## src/design/csem_pkg.sv

```systemverilog
// shared types and constants for the counting semaphore table
package csem_pkg;

	localparam int WORD_W = 32;
	localparam int CNT_W  = 16;

	localparam logic signed [CNT_W-1:0] COUNT_MAX   = 16'sh7fff;
	localparam logic signed [CNT_W-1:0] COUNT_MIN   = 16'sh8000;
	localparam logic        [CNT_W-1:0] WAITERS_MAX = 16'hffff;

	typedef enum logic [1:0] {
		KIND_CREATE = 2'd0,
		KIND_P      = 2'd1,
		KIND_V      = 2'd2
	} kind_t;

	typedef enum logic {
		ST_IDLE = 1'b0,
		ST_EXEC = 1'b1
	} state_t;

	typedef struct packed {
		logic capture;
		logic execute;
	} cmd_t;

	typedef struct packed {
		logic out_free;
	} sts_t;

endpackage

```

## src/design/csem_ram.sv

```systemverilog
// generic single-port-write, single-port-read ram with registered read data
module csem_ram #(
	parameter int WIDTH = 32,
	parameter int DEPTH = 32,
	parameter int ADDR_W = 5
) (
	input  logic              clk,
	input  logic              wr_en,
	input  logic [ADDR_W-1:0] wr_addr,
	input  logic [WIDTH-1:0]  wr_data,
	input  logic              rd_en,
	input  logic [ADDR_W-1:0] rd_addr,
	output logic [WIDTH-1:0]  rd_data
);

	logic [WIDTH-1:0] mem_q [DEPTH];
	logic [WIDTH-1:0] rd_data_q;

	always_ff @(posedge clk) begin
		if (wr_en) begin
			mem_q[wr_addr] <= wr_data;
		end
		if (rd_en) begin
			rd_data_q <= mem_q[rd_addr];
		end
	end

	assign rd_data = rd_data_q;

endmodule

```

## src/design/csem_ctrl.sv

```systemverilog
// controller state machine sequencing capture and execution of one request
module csem_ctrl (
	input  logic              clk,
	input  logic              arst_n,
	input  logic              in_valid,
	output logic              in_stall,
	input  csem_pkg::sts_t    sts,
	output csem_pkg::cmd_t    cmd
);

	csem_pkg::state_t state_q;
	csem_pkg::state_t state_d;

	always_ff @(posedge clk or negedge arst_n) begin
		if (!arst_n) begin
			state_q <= csem_pkg::ST_IDLE;
		end else begin
			state_q <= state_d;
		end
	end

	always_comb begin
		state_d = state_q;
		case (state_q)
			csem_pkg::ST_IDLE: begin
				if (in_valid) begin
					state_d = csem_pkg::ST_EXEC;
				end
			end
			csem_pkg::ST_EXEC: begin
				if (sts.out_free) begin
					state_d = csem_pkg::ST_IDLE;
				end
			end
			default: begin
				state_d = csem_pkg::ST_IDLE;
			end
		endcase
	end

	always_comb begin
		in_stall    = 1'b1;
		cmd.capture = 1'b0;
		cmd.execute = 1'b0;
		case (state_q)
			csem_pkg::ST_IDLE: begin
				in_stall    = 1'b0;
				cmd.capture = in_valid;
			end
			csem_pkg::ST_EXEC: begin
				cmd.execute = sts.out_free;
			end
			default: begin
				in_stall = 1'b1;
			end
		endcase
	end

endmodule

```

## src/design/csem_dp.sv

```systemverilog
// datapath: request registers, fill counter, entry update and result register
module csem_dp #(
	parameter int NUM_SEMS = 32,
	parameter int IDX_W = 5,
	parameter int FILL_W = 6
) (
	input  logic                clk,
	input  logic                arst_n,
	input  csem_pkg::cmd_t      cmd,
	output csem_pkg::sts_t      sts,
	input  logic [1:0]          kind,
	input  logic signed [7:0]   sem_index,
	input  logic signed [15:0]  start_count,
	output logic                out_valid,
	input  logic                out_stall,
	output logic                status,
	output logic [4:0]          new_index,
	output logic                must_block,
	output logic                wake_one
);

	logic [1:0]                          kind_q;
	logic [7:0]                          idx_q;
	logic signed [csem_pkg::CNT_W-1:0]   init_q;
	logic [FILL_W-1:0]                   fill_q;
	logic                                out_valid_q;
	logic                                status_q;
	logic [4:0]                          new_index_q;
	logic                                block_q;
	logic                                wake_q;

	logic [csem_pkg::WORD_W-1:0]         rd_word;
	logic [csem_pkg::WORD_W-1:0]         wr_word;
	logic [IDX_W-1:0]                    wr_addr;
	logic                                wr_en;
	logic signed [csem_pkg::CNT_W-1:0]   cnt;
	logic signed [csem_pkg::CNT_W-1:0]   cnt_n;
	logic [csem_pkg::CNT_W-1:0]          wt;
	logic [csem_pkg::CNT_W-1:0]          wt_n;
	logic                                idx_ok;
	logic                                full;
	logic                                ok;
	logic                                blk;
	logic                                wak;
	logic                                is_create;

	assign sts.out_free = !out_valid_q || !out_stall;

	always_ff @(posedge clk) begin
		if (cmd.capture) begin
			kind_q <= kind;
			idx_q  <= sem_index;
			init_q <= start_count;
		end
	end

	csem_ram #(
		.WIDTH (csem_pkg::WORD_W),
		.DEPTH (NUM_SEMS),
		.ADDR_W(IDX_W)
	) u_ram (
		.clk    (clk),
		.wr_en  (wr_en),
		.wr_addr(wr_addr),
		.wr_data(wr_word),
		.rd_en  (cmd.capture),
		.rd_addr(sem_index[IDX_W-1:0]),
		.rd_data(rd_word)
	);

	assign cnt = rd_word[csem_pkg::WORD_W-1:csem_pkg::CNT_W];
	assign wt  = rd_word[csem_pkg::CNT_W-1:0];

	// entries are claimed in order and never released, so used means below the fill count
	assign idx_ok = !idx_q[7] && ({1'b0, idx_q[6:0]} < 8'(fill_q));
	assign full   = fill_q == FILL_W'(NUM_SEMS);

	always_comb begin
		ok        = 1'b0;
		blk       = 1'b0;
		wak       = 1'b0;
		is_create = 1'b0;
		cnt_n     = cnt;
		wt_n      = wt;
		case (kind_q)
			csem_pkg::KIND_CREATE: begin
				is_create = 1'b1;
				ok        = !init_q[csem_pkg::CNT_W-1] && !full;
				cnt_n     = init_q;
				wt_n      = '0;
			end
			csem_pkg::KIND_P: begin
				ok = idx_ok;
				if (cnt != csem_pkg::COUNT_MIN) begin
					cnt_n = cnt - 16'sd1;
				end
				if (cnt_n[csem_pkg::CNT_W-1]) begin
					blk = 1'b1;
					if (wt != csem_pkg::WAITERS_MAX) begin
						wt_n = wt + 16'd1;
					end
				end
			end
			csem_pkg::KIND_V: begin
				ok = idx_ok;
				if (cnt != csem_pkg::COUNT_MAX) begin
					cnt_n = cnt + 16'sd1;
				end
				if ((cnt_n[csem_pkg::CNT_W-1] || cnt_n == '0) && wt != '0) begin
					wak  = 1'b1;
					wt_n = wt - 16'd1;
				end
			end
			default: begin
				ok = 1'b0;
			end
		endcase
	end

	assign wr_en   = cmd.execute && ok;
	assign wr_addr = is_create ? fill_q[IDX_W-1:0] : idx_q[IDX_W-1:0];
	assign wr_word = {cnt_n, wt_n};

	always_ff @(posedge clk or negedge arst_n) begin
		if (!arst_n) begin
			fill_q      <= '0;
			out_valid_q <= 1'b0;
		end else begin
			if (cmd.execute && ok && is_create) begin
				fill_q <= fill_q + FILL_W'(1);
			end
			if (cmd.execute) begin
				out_valid_q <= 1'b1;
			end else if (!out_stall) begin
				out_valid_q <= 1'b0;
			end
		end
	end

	// result word
	always_ff @(posedge clk) begin
		if (cmd.execute) begin
			status_q    <= !ok;
			new_index_q <= (ok && is_create) ? 5'(fill_q) : 5'd0;
			block_q     <= ok && blk;
			wake_q      <= ok && wak;
		end
	end

	assign out_valid  = out_valid_q;
	assign status     = status_q;
	assign new_index  = new_index_q;
	assign must_block = block_q;
	assign wake_one   = wake_q;

endmodule

```

## src/design/counting_semaphore_table_core.sv

```systemverilog
// top level of the counting semaphore table
//
// request channel: in_valid/in_stall with kind, sem_index and start_count.
// create claims the lowest free entry and returns its index in new_index;
// p decrements a count and flags must_block when it goes negative; v
// increments it and flags wake_one when a waiter is released.
// result channel: out_valid/out_stall with status, new_index, must_block and
// wake_one; exactly one result word per request word.
// each request has a read step that reads the entry from the table ram
// (registered read) and an update step that writes it and loads the result
// register; a new request word is taken only after the previous one is updated.
// the result register sits between the two sides: a request is taken while
// the previous result still waits; if the receiver stalls, the next request
// holds in its update cycle until the result register frees.
// entries are claimed in index order and never freed, so a fill counter
// marks the used ones; reset clears it and the handshake state at once, with
// no clearing pass over the table.
module counting_semaphore_table_core #(
	parameter int NUM_SEMS = 32
) (
	input  logic               clk,
	input  logic               arst_n,
	input  logic               in_valid,
	output logic               in_stall,
	input  logic [1:0]         kind,
	input  logic signed [7:0]  sem_index,
	input  logic signed [15:0] start_count,
	output logic               out_valid,
	input  logic               out_stall,
	output logic               status,
	output logic [4:0]         new_index,
	output logic               must_block,
	output logic               wake_one
);

	localparam int IDX_W  = (NUM_SEMS > 1) ? $clog2(NUM_SEMS) : 1;
	localparam int FILL_W = $clog2(NUM_SEMS + 1);

	csem_pkg::cmd_t cmd;
	csem_pkg::sts_t sts;

	csem_ctrl u_ctrl (
		.clk     (clk),
		.arst_n  (arst_n),
		.in_valid(in_valid),
		.in_stall(in_stall),
		.sts     (sts),
		.cmd     (cmd)
	);

	csem_dp #(
		.NUM_SEMS(NUM_SEMS),
		.IDX_W   (IDX_W),
		.FILL_W  (FILL_W)
	) u_dp (
		.clk          (clk),
		.arst_n       (arst_n),
		.cmd          (cmd),
		.sts          (sts),
		.kind         (kind),
		.sem_index    (sem_index),
		.start_count  (start_count),
		.out_valid    (out_valid),
		.out_stall    (out_stall),
		.status       (status),
		.new_index    (new_index),
		.must_block   (must_block),
		.wake_one     (wake_one)
	);

endmodule

```

## config.mk

```make
export PLATFORM = sky130hd
export DESIGN_NAME = counting_semaphore_table_core
export DESIGN_NICKNAME = d
export VERILOG_FILES = /design/src/design/csem_pkg.sv /design/src/design/csem_ram.sv /design/src/design/csem_ctrl.sv /design/src/design/csem_dp.sv /design/src/design/counting_semaphore_table_core.sv
export SDC_FILE = /design/constraint.sdc
export NUM_CORES = 1
export LEC_CHECK = 0
export BUFFER_PORTS_ARGS = -buffer_cell sky130_fd_sc_hd__clkbuf_2
export CORE_AREA = 10 10 279 281
export CTS_BUF_LIST = sky130_fd_sc_hd__clkbuf_2 sky130_fd_sc_hd__clkbuf_4 sky130_fd_sc_hd__clkbuf_8
export CTS_CLUSTER_DIAMETER = 120
export DETAILED_ROUTE_END_ITERATION = 7
export DIE_AREA = 0 0 289 291
export PLACE_DENSITY = 0.78
export SETUP_SLACK_MARGIN = 0.2
export SLEW_MARGIN = 10
export SYNTH_ARGS = -nofsm -noshare
export SYNTH_HDL_FRONTEND = slang
export SYNTH_SLANG_ARGS = --single-unit
```

## constraint.sdc

```tcl
create_clock -name clk -period 6.1 [get_ports clk]
set_input_delay 0.305 -clock clk [delete_from_list [all_inputs] [get_ports clk]]
set_output_delay 0.305 -clock clk [all_outputs]
set_load 0.05 [all_outputs]
```

======== After elaboration in Yosys (flattened, before gate mapping) ========
Memories as Yosys holds them, arrays and structs flattened. A register that Yosys moved wholly into a read port is not among the register bits.
Index checks and enable logic that the tools add are counted.
operators by class
  add/subtract/negate cells ............... 5
  $lt $le $gt $ge ......................... 1
  reductions and logical operators ........ 20
  mux-type cells .......................... 26
  bitwise operators ....................... 1
  eq/ne operators ......................... 7
operators with widths
  cell                                                                    count
  16-bit 2-to-1 mux                                                       7
  16-bit case mux with 3 select lines                                     2
  16-bit != test (second input constant)                                  3
  16-bit by 1-bit adder with 16-bit output (second input constant)        1
  16-bit by 2-bit adder with 16-bit output (second input constant)        1
  16-bit zero test                                                        1
  16-bit nonzero test                                                     1
  16-bit by 1-bit subtractor with 16-bit output (second input constant)   1
  16-bit by 2-bit subtractor with 16-bit output (second input constant)   1
  1-bit 2-to-1 mux                                                        14
  1-bit logical AND                                                       8
  7-bit by 6-bit < comparator with 1-bit output                           1
  6-bit by 1-bit adder with 6-bit output (second input constant)          1
  6-bit equality test (second input constant)                             1
  1-bit zero test                                                         6
  5-bit 2-to-1 mux                                                        1
  1-bit case mux with 2 select lines                                      2
  2-bit by 1-bit equality test with 1-bit output (second input constant)  1
  2-bit equality test (second input constant)                             1
  2-bit zero test                                                         1
  1-bit logical OR                                                        2
  2-bit by 1-bit != test with 1-bit output (second input constant)        1
  2-bit OR reduction                                                      1
  1-bit inverter                                                          1
storage, ports and cells
  register bits after elaboration ......... 42
  memories ................................ 1
  bits of input ports ..................... 30
  RAM bits ................................ 1,024
  word-level logic and storage cells ...... 71
  output and inout bits ................... 10
memory list
  memory            words  width  rd ports  clocked after memory_dff  wr ports  RTL line        text
  u_dp.u_ram.mem_q  32     32     1         1                         1         csem_ram.sv:16  logic [WIDTH-1:0] mem_q [DEPTH];

======== Longest topological paths before layout ========
Gate-level depths: netlist of the first run.
  depth in word-level cells ............... 9
  gate-level depth with buffers ........... 11
  gate-level depth less buffers ........... 9

======== Modules after synthesis ========
From an unflattened synthesis of the first run, not the netlist that was laid out.
second synthesis, totals
  cells, all modules ...................... 2,806
  area, all modules ....................... 45,249.6 um2
by module, submodules not included
  module     instances  area each (um2)  cells an instance  seq. area each (um2)
  csem_ram   1          40,805.4         2,260              31,710.4
  csem_dp    1          4,391.7          541                1,196.1
  csem_ctrl  1          52.6             5                  25.0

======== Worst setup path before layout of the first run ========
OpenSTA, ideal clock, no wires.
  kind .................................... reg-to-reg
  start point ............................. reg u_dp.fill_q[1]
  end point ............................... mem u_dp.u_ram.mem_q[3][0], enable pin
  stages on the path, launching flop included .. 9
  path buffers ............................ 0
  setup time .............................. 461 ps
  arrival ................................. 4,007 ps
  path slack .............................. 1,632 ps
  period minus slack after synthesis ...... 4,468 ps
  cell sequence ........................... dfrtp_1 > inv_1 > ha_1 > a21o_1 > a21o_1 > a21o_1 > a31oi_1 > o211ai_1 > nor3_1
on the way
  longest elaborated chain between the ends .. 7
  elaborated cells between the ends (all ways) .. 10
RTL lines
  item                                                                                   RTL line        text
  start: declaration                                                                     csem_dp.sv:25   logic [FILL_W-1:0] fill_q;
  start signal: assignment                                                               csem_dp.sv:130  fill_q <= fill_q + FILL_W'(1);
  branches (longest 7 deep; another with 7-bit by 6-bit < comparator with 1-bit output)  --
  end: declaration                                                                       csem_ram.sv:16
Several ways; the timed one is not identified.

======== Worst setup path after layout of the first run ========
  start point ............................. reg u_dp.u_ram.rd_data_q[17], in the netlist u_dp.u_ram.rd_data[17], read port of u_dp.u_ram.mem_q
  end point ............................... mem u_dp.u_ram.mem_q[26][15], data pin
on the way
  longest elaborated chain between the ends .. 8
  elaborated cells between the ends (all ways) .. 14
RTL lines
  item                                                                        RTL line                        text
  start: declaration                                                          csem_ram.sv:17                  logic [WIDTH-1:0] rd_data_q;
  16-bit by 2-bit adder with 16-bit output or 16-bit != test (tied branches)  csem_dp.sv:107, csem_dp.sv:106
  16-bit 2-to-1 mux                                                           csem_dp.sv:106                  if (cnt != csem_pkg::COUNT_MAX) begin
  16-bit 2-to-1 mux                                                           csem_dp.sv:85                   case (kind_q)
  16-bit zero test                                                            csem_dp.sv:109                  if ((cnt_n[csem_pkg::CNT_W-1] || cnt_n == '0) && wt != '0) begin
  1-bit logical OR                                                            csem_dp.sv:109
  1-bit logical AND                                                           csem_dp.sv:109
  16-bit 2-to-1 mux                                                           csem_dp.sv:109
  16-bit case mux with 3 select lines *                                       csem_dp.sv:85
  net u_dp.u_ram.wr_data[15]                                                  csem_ram.sv:10                  input logic [WIDTH-1:0] wr_data,
The timed path passes the listed nets; every way through them passes the cells marked *. The select of a mux whose other input is x is not followed.

==> impl_metrics.csv, run 1 <==
group,metric,value,unit
floorplan,initial_utilization,61.12,%
clock_network,insertion_delay,0.85,ns
place,gp_congestion,0.9593,
place,place_hpwl,64890,µm
logic_synthesis,ys_ff_latch,1098,
sta,min_period_over_period,72.83,%
critical_path,cpPeakStageDelay,1.01,ns
run,cap_violations,0,
power,p_switching,0.004541,W
drt,first_pass_iters,8,
power,switching_share,26.32,%
logic_synthesis,avgSynthCellArea,21.16,µm²
floorplan,ios,40,
sta,setup_viol,0,
logic_synthesis,syn_nets,2135,
clock_network,clk_pin_slew,0.06,ns
finish,area.growth.synth_to_final,12.17,%
global_route,track_usage,26.37,%
critical_path,cp-startpoint,"u_dp.u_ram.rd_data[17]",
sta,worst_hold_slack,0.1251,ns
finish,final_nets,2306,
logic_synthesis,synthCells,2089,
critical_path,crit_chain,"ha_1, nand3_1, nor3_1, mux2_2, a2111oi_4, a41oi_2, nor3_2, a211o_1",
critical_path,required,6.53,ns
critical_path,critPathKind,"reg2reg",
power,clkPwrFrac,34.0,%
place,io_buffer_count,39,
power,p_leak,15.58,nW
worst_hold_path,min_path_type,"in2reg",
critical_path,crit_buf_inv,0,
logic_synthesis,syn-cell-area,0.04421,mm²
drt,wire_per_inst,32.53,µm
floorplan,rows,99,
finish,fin_area,0.04960,mm²
logic_synthesis,yosysSeqAreaShare,74.48,%
floorplan,fp.coreArea,0.07234,mm²
global_route,grt_pass1_wl,159800,µm
global_route,grt-ovfl-total,0,
finish,layout_commonest_cell,"edfxtp_1",
clock_network,cts_hold_buffers,26,
finish,final_cell_mix,"edfxtp_1, mux4_2, clkbuf_8, buf_4, clkbuf_4",
power,pwr-share-seq,53.5,%
drt,vias,23260,
drt,finalWirelength,108900,µm
global_route,grt_max_degree,115,
place,place_inst,3022,
clock_network,clock_path_buffers,3,
drt,ant_nets,0,
sta,fmax,0.2251,GHz
sta,worst_slew_pin_slew,1.246,ns
critical_path,cpMaxStageDelayCell,"a211o_1",
clock_network,cts_buffers,165,
logic_synthesis,synth_edf_count,1090,
place,placed_cell_area,0.04604,mm²
critical_path,arrival,4.87,ns
clock_network,cts_setup_buffers,0,
sta,layout_min_cycle_time,4.443,ns
global_route,grt_pass1_vias,22770,
logic_synthesis,ys.flop_type,"edfxtp_1",
power,power.share.combinational,12.6,%
drt,drt_iter0_drc,3613,
sta,setup_tns,0,ns
critical_path,crit_family,"compound AO/OA/AOI/OAI gates",
sta,finalHoldViolCount,0,
critical_path,critPathMaxFanout,32,
critical_path,r2r_start,"u_dp.u_ram.rd_data[17]",
logic_synthesis,async_reset_ff_share,0.7286,%
power,internal-power,0.01271,W
logic_synthesis,ys_warn_count,0,
sta,report.final.slew_viol_count,0,
worst_hold_path,hp-start,"sem_index[2]",
drt,vias_per_cell,6.949,
global_route,antenna_found_initial,3,
status,status,"finished clean",
floorplan,die_y,291,µm
finish,final_cells,3347,
clock_network,cts_tree,"built",
clock_network,cts_sinks,1098,
logic_synthesis,synth_cell_types,65,
finish,drive_above_1_share,32.80,%
power,max-vdd-ir-drop,314.1,µV
sta,grt_setup_unrepaired,"false",
critical_path,startpoint_type,"flop",
clock_network,h-tree-depth,4,
floorplan,die_w,289,µm
critical_path,crit_path_end_kind,"flop",
clock_network,cts_resized,0,
power,powerDensity,347.9,mW/mm²
floorplan,fp.dieArea,0.08410,mm²
drt,drc,0,
clock_network,cts_root_buffer,"clkbuf_8",
sta,slew_headroom,16.62,%
sta,finClkSkew,0.04439,ns
[Yosys cell counts, drive strengths merged (3+ instances only)]
master   instances  area share (%)
a221oi           7            0.14
o21ai           36            0.41
o31ai            4           0.068
or3             11            0.16
mux4           320              16
nor2            72            0.61
and4             5           0.099
nor2b            5           0.071
o21a             5           0.085
a21oi           26            0.29
mux2i            5            0.12
nor3            41            0.51
o2111ai         10            0.20
a211o            6            0.12
nand2b           3           0.042
a211oi           4           0.068
nor3b            4           0.068
nand2           42            0.36
a222oi           3           0.068
xnor2           19            0.38
edfxtp        1090              74
nand3           23            0.26
mux2            36            0.92
a32oi            5           0.099
a31o             8            0.16
ha              16            0.45
a41oi            4            0.11
inv             26            0.22
a41o             3           0.071
clkbuf          84            0.71
dfrtp            8            0.45
nor4            15            0.23
o22ai            3           0.042
and3            18            0.27
and2             6           0.085
o211ai          11            0.19
buf             43            0.48
a31oi           15            0.21
nor4b            6            0.12
a21o             5           0.085
nand4           18            0.25
[cell type report]
type / count / area [µm²]
antenna: 4 / 10.01
clock buffer: 218 / 2681
clock inverter: 73 / 518.0
fill: 4346 / 22740
inverter: 26 / 97.59
multi-input combinational: 838 / 11050
sequential: 1098 / 32930
tap: 959 / 1200
timing repair buffer: 131 / 1111
[cell families (layout without fill, tap and decap cells)]
| kind of cell | Yosys count | in the layout | synth area share [%] |
|---|---|---|---|
| DFF | 1098 | 1098 | 74.48 |
| muxes | 361 | 361 | 17.34 |
| and+or+nand+nor | 273 | 273 | 3.201 |
| AOI/OAI and AO/OA | 169 | 169 | 2.737 |
| buffers and inverters | 153 | 448 | 1.412 |
| xor gates and xnor gates | 19 | 19 | 0.3764 |
| adders and majority gates | 16 | 16 | 0.4528 |
| other | 0 | 4 | 0 |
[through the flow]
stage / util, % / worst slack [ns] / power [W]
after floorplan: - / 1.632 / 0.01052
after global placement: 63.57 / 2.120 / 0.01139
after detailed placement: 63.64 / 1.901 / 0.01149
after CTS: 68.42 / 1.797 / 0.01729
after global routing: 68.55 / 1.488 / 0.01780
final: 68.56 / 1.657 / 0.01726
[registers in the layout (all words and copies together) (netlist names), 2 cells and up]
| register | cells |
|---|---|
| u_dp.init_q | 16 |
| u_dp.idx_q | 8 |
| u_dp.fill_q | 6 |
| u_dp.kind_q | 2 |
| u_dp.u_ram.mem_q | 1024 |
| u_dp.u_ram.rd_data | 32 |
| u_dp.new_index | 5 |
[metal layers]
| metal | vias to the layer above | wire [µm] | global-route usage (%) |
|---|---|---|---|
| li1 | 9243 | - | - |
| met1 | 12210 | 42100 | 39.06 |
| met2 | 1590 | 51290 | 38.97 |
| met3 | 217 | 12630 | 6.561 |
| met4 | 2 | 2844 | 7.686 |
| met5 | - | 11 | 0 |
[power by group through the flow]
stage,combinational (W),sequential (W),clock (W)
4_1_cts,0.00214,0.00921,0.00594
2_1_floorplan,0.00116,0.00936,0
5_1_grt,0.00228,0.00923,0.00629
3_3_place_gp,0.00203,0.00936,0
6_report,0.00217,0.00922,0.00586
3_5_place_dp,0.00212,0.00937,0
[path summary, 6_finish.rpt]
path                       slack, ns                       end  cells after the start
min                             0.13             u_dp.idx_q[2]                      2
min reg2reg                     0.52            u_dp.fill_q[5]                      1
max reg2reg                     1.66  u_dp.u_ram.mem_q[26][15]                      8
max                             1.66  u_dp.u_ram.mem_q[26][15]                      8
max in group asynchronous       5.34            u_dp.fill_q[2]                      3
min in group asynchronous       0.46            u_dp.out_valid                      3
No activity file was read; power rests on OpenSTA's default activity.
==> run 2: changes to the inputs <==
Clock period 6.1 ns to 4.5 ns, I/O delays scaled along.
==> impl_metrics.csv, run 2 (synthesis results as in run 1) <==
group,metric,value,unit
finish,largest_register_ff_count,1024,
power,max-vdd-ir-drop,453.6,µV
global_route,grt_pass1_wl,161300,µm
finish,drive_above_1_share,34.74,%
clock_network,clk_pin_slew,0.07,ns
critical_path,r2r_start,"u_dp.fill_q[1]",
run,cap_violations,0,
drt,first_pass_iters,8,
status,status,"finished clean",
floorplan,initial_utilization,61.12,%
worst_hold_path,holdPathEnd,"u_dp.init_q[7]",
place,io_buffer_count,39,
global_route,grt_pass1_vias,23630,
sta,setup_viol,0,
critical_path,crit_chain,"inv_1, ha_1, a21o_1, a21o_1, a21o_1, a31oi_1, buf_4, o2111ai_1, nor2_4, buf_12",
power,report.power.total,0.02337,W
sta,grt_setup_unrepaired,"false",
critical_path,required,5.00,ns
drt,ant_nets,0,
floorplan,die_y,291,µm
drt,drc,0,
drt,drt_iter0_drc,3444,
global_route,grt-ovfl-total,0,
sta,finalHoldViolCount,0,
power,powerDensity,465.3,mW/mm²
finish,area.growth.synth_to_final,13.58,%
critical_path,critPathKind,"reg2reg",
floorplan,rows,99,
critical_path,crit_buf_inv,3,
sta,slew_headroom,11.85,%
sta,fmax,0.2491,GHz
critical_path,cpPeakStageDelay,0.71,ns
sta,setup_tns,0,ns
critical_path,cp_common_cell,"a21o_1",
worst_hold_path,hp-start,"start_count[7]",
place,place_hpwl,63150,µm
drt,vias,23410,
finish,fill_cells,4326,
clock_network,cts_sinks,1098,
global_route,antenna_found_initial,2,
finish,final_nets,2364,
sta,layout_min_cycle_time,4.015,ns
clock_network,cts_buffers,171,
critical_path,crit_family,"compound AO/OA/AOI/OAI gates",
finish,layout_commonest_cell,"edfxtp_1",
drt,finalWirelength,109500,µm
finish,final_cells,3411,
critical_path,reg2reg_slack,0.49,ns
clock_network,insertion_delay,0.84,ns
critical_path,cpMaxStageDelayCell,"nor2_4",
critical_path,critPathMaxFanout,21,
floorplan,fp.coreArea,0.07234,mm²
place,place_ws,0.5986,ns
finish,top_register,"u_dp.u_ram.mem_q",
finish,fin_area,0.05022,mm²
finish,final_cell_mix,"edfxtp_1, mux4_2, clkbuf_8, buf_4, clkbuf_4",
clock_network,h-tree-depth,4,
floorplan,ios,40,
critical_path,arrival,4.52,ns
global_route,track_usage,26.57,%
floorplan,die_w,289,µm
sta,worst_slew_pin_slew,1.318,ns
drt,vias_per_cell,6.862,
critical_path,worstReg2RegEnd,"u_dp.u_ram.mem_q[30][18]",
drt,wire_per_inst,32.12,µm
sta,setup_slack,0.4855,ns
critical_path,startpoint_type,"flop",
critical_path,reg2reg_depth,10,
place,gp_congestion,0.9348,
clock_network,clock_path_buffers,3,
sta,min_period_over_period,89.21,%
worst_hold_path,min_path_type,"in2reg",
global_route,grt_max_degree,100,
worst_hold_path,hold_depth,2,
place,place_inst,3076,
critical_path,crit_path_end_kind,"flop",
clock_network,cts_tree,"built",
power,p_leak,15.95,nW
place,placed_cell_area,0.04659,mm²
sta,report.final.slew_viol_count,0,
clock_network,cts_resized,0,
clock_network,cts_root_buffer,"clkbuf_8",
sta,finClkSkew,0.04661,ns
floorplan,fp.dieArea,0.08410,mm²
run 2: final cells by class:
class	count	area (µm²)	share of cell area [%]
Clock buffer	233	2831	5.638
Multi-Input combinational cell	838	11000	21.90
Timing Repair Buffer	183	1652	3.289
Inverter	26	97.59	0.1943
Antenna cell	5	12.51	0.02491
Sequential cell	1098	32930	65.58
Tap cell	959	1200	2.389
Clock inverter	69	496.7	0.9891
run 2: worst reg2reg max path: cells and delay by family, from the launching register on:
kind / cells / cell delay [ns]
adder cells (fa/ha/maj): 1 / 0.32
buffers and inverters: 3 / 0.72
AO/OA/AOI/OAI: 5 / 1.45
AND/OR/NAND/NOR: 1 / 0.71
flip-flops: 1 / 0.45
run 2: what timing repair did:
item	CTS	global route
endpoints found under the hold margin	62	0
endpoints found under the setup margin	0	0
buffers inserted	0	0
hold buffers	27	0
run 2: how the worst max path moves through the flow:
stage                      startpoint  slack (ns)                  endpoint  depth (start not counted)
6_report               u_dp.fill_q[1]        0.49  u_dp.u_ram.mem_q[30][18]                         10
5_1_grt        u_dp.u_ram.rd_data[17]        0.22    u_dp.u_ram.mem_q[3][6]                          9
4_1_cts                u_dp.fill_q[1]        0.53  u_dp.u_ram.mem_q[31][10]                         10
3_5_place_dp           u_dp.fill_q[1]        0.60  u_dp.u_ram.mem_q[30][18]                         10
3_3_place_gp           u_dp.fill_q[1]        0.75  u_dp.u_ram.mem_q[30][18]                         10
2_1_floorplan          u_dp.fill_q[1]        0.03    u_dp.u_ram.mem_q[3][0]                          8
run 2: metal layers:
layer	vias to the layer above	GRT usage (%)	part of all wire, %
li1	9381	-	-
met1	12310	38.05	38
met2	1506	41.03	49
met3	206	6.343	11
met4	0	7.268	2.3
met5	-	0	0
run 2: through the flow:
step,hold slack [ns],utilization (%)
floorplan,-0.07059,-
global placement,0.08464,64.40
detailed placement,0.1021,64.40
CTS,0.06546,69.37
global route,0.08419,69.42
finish,0.1104,69.42
run 2: where the power goes:
part           internal [W]  leakage [nW]  switching (W)
Clock               0.00434          1.76        0.00381
Combinational      0.000810          4.17        0.00191
Sequential           0.0123          10.0       0.000241
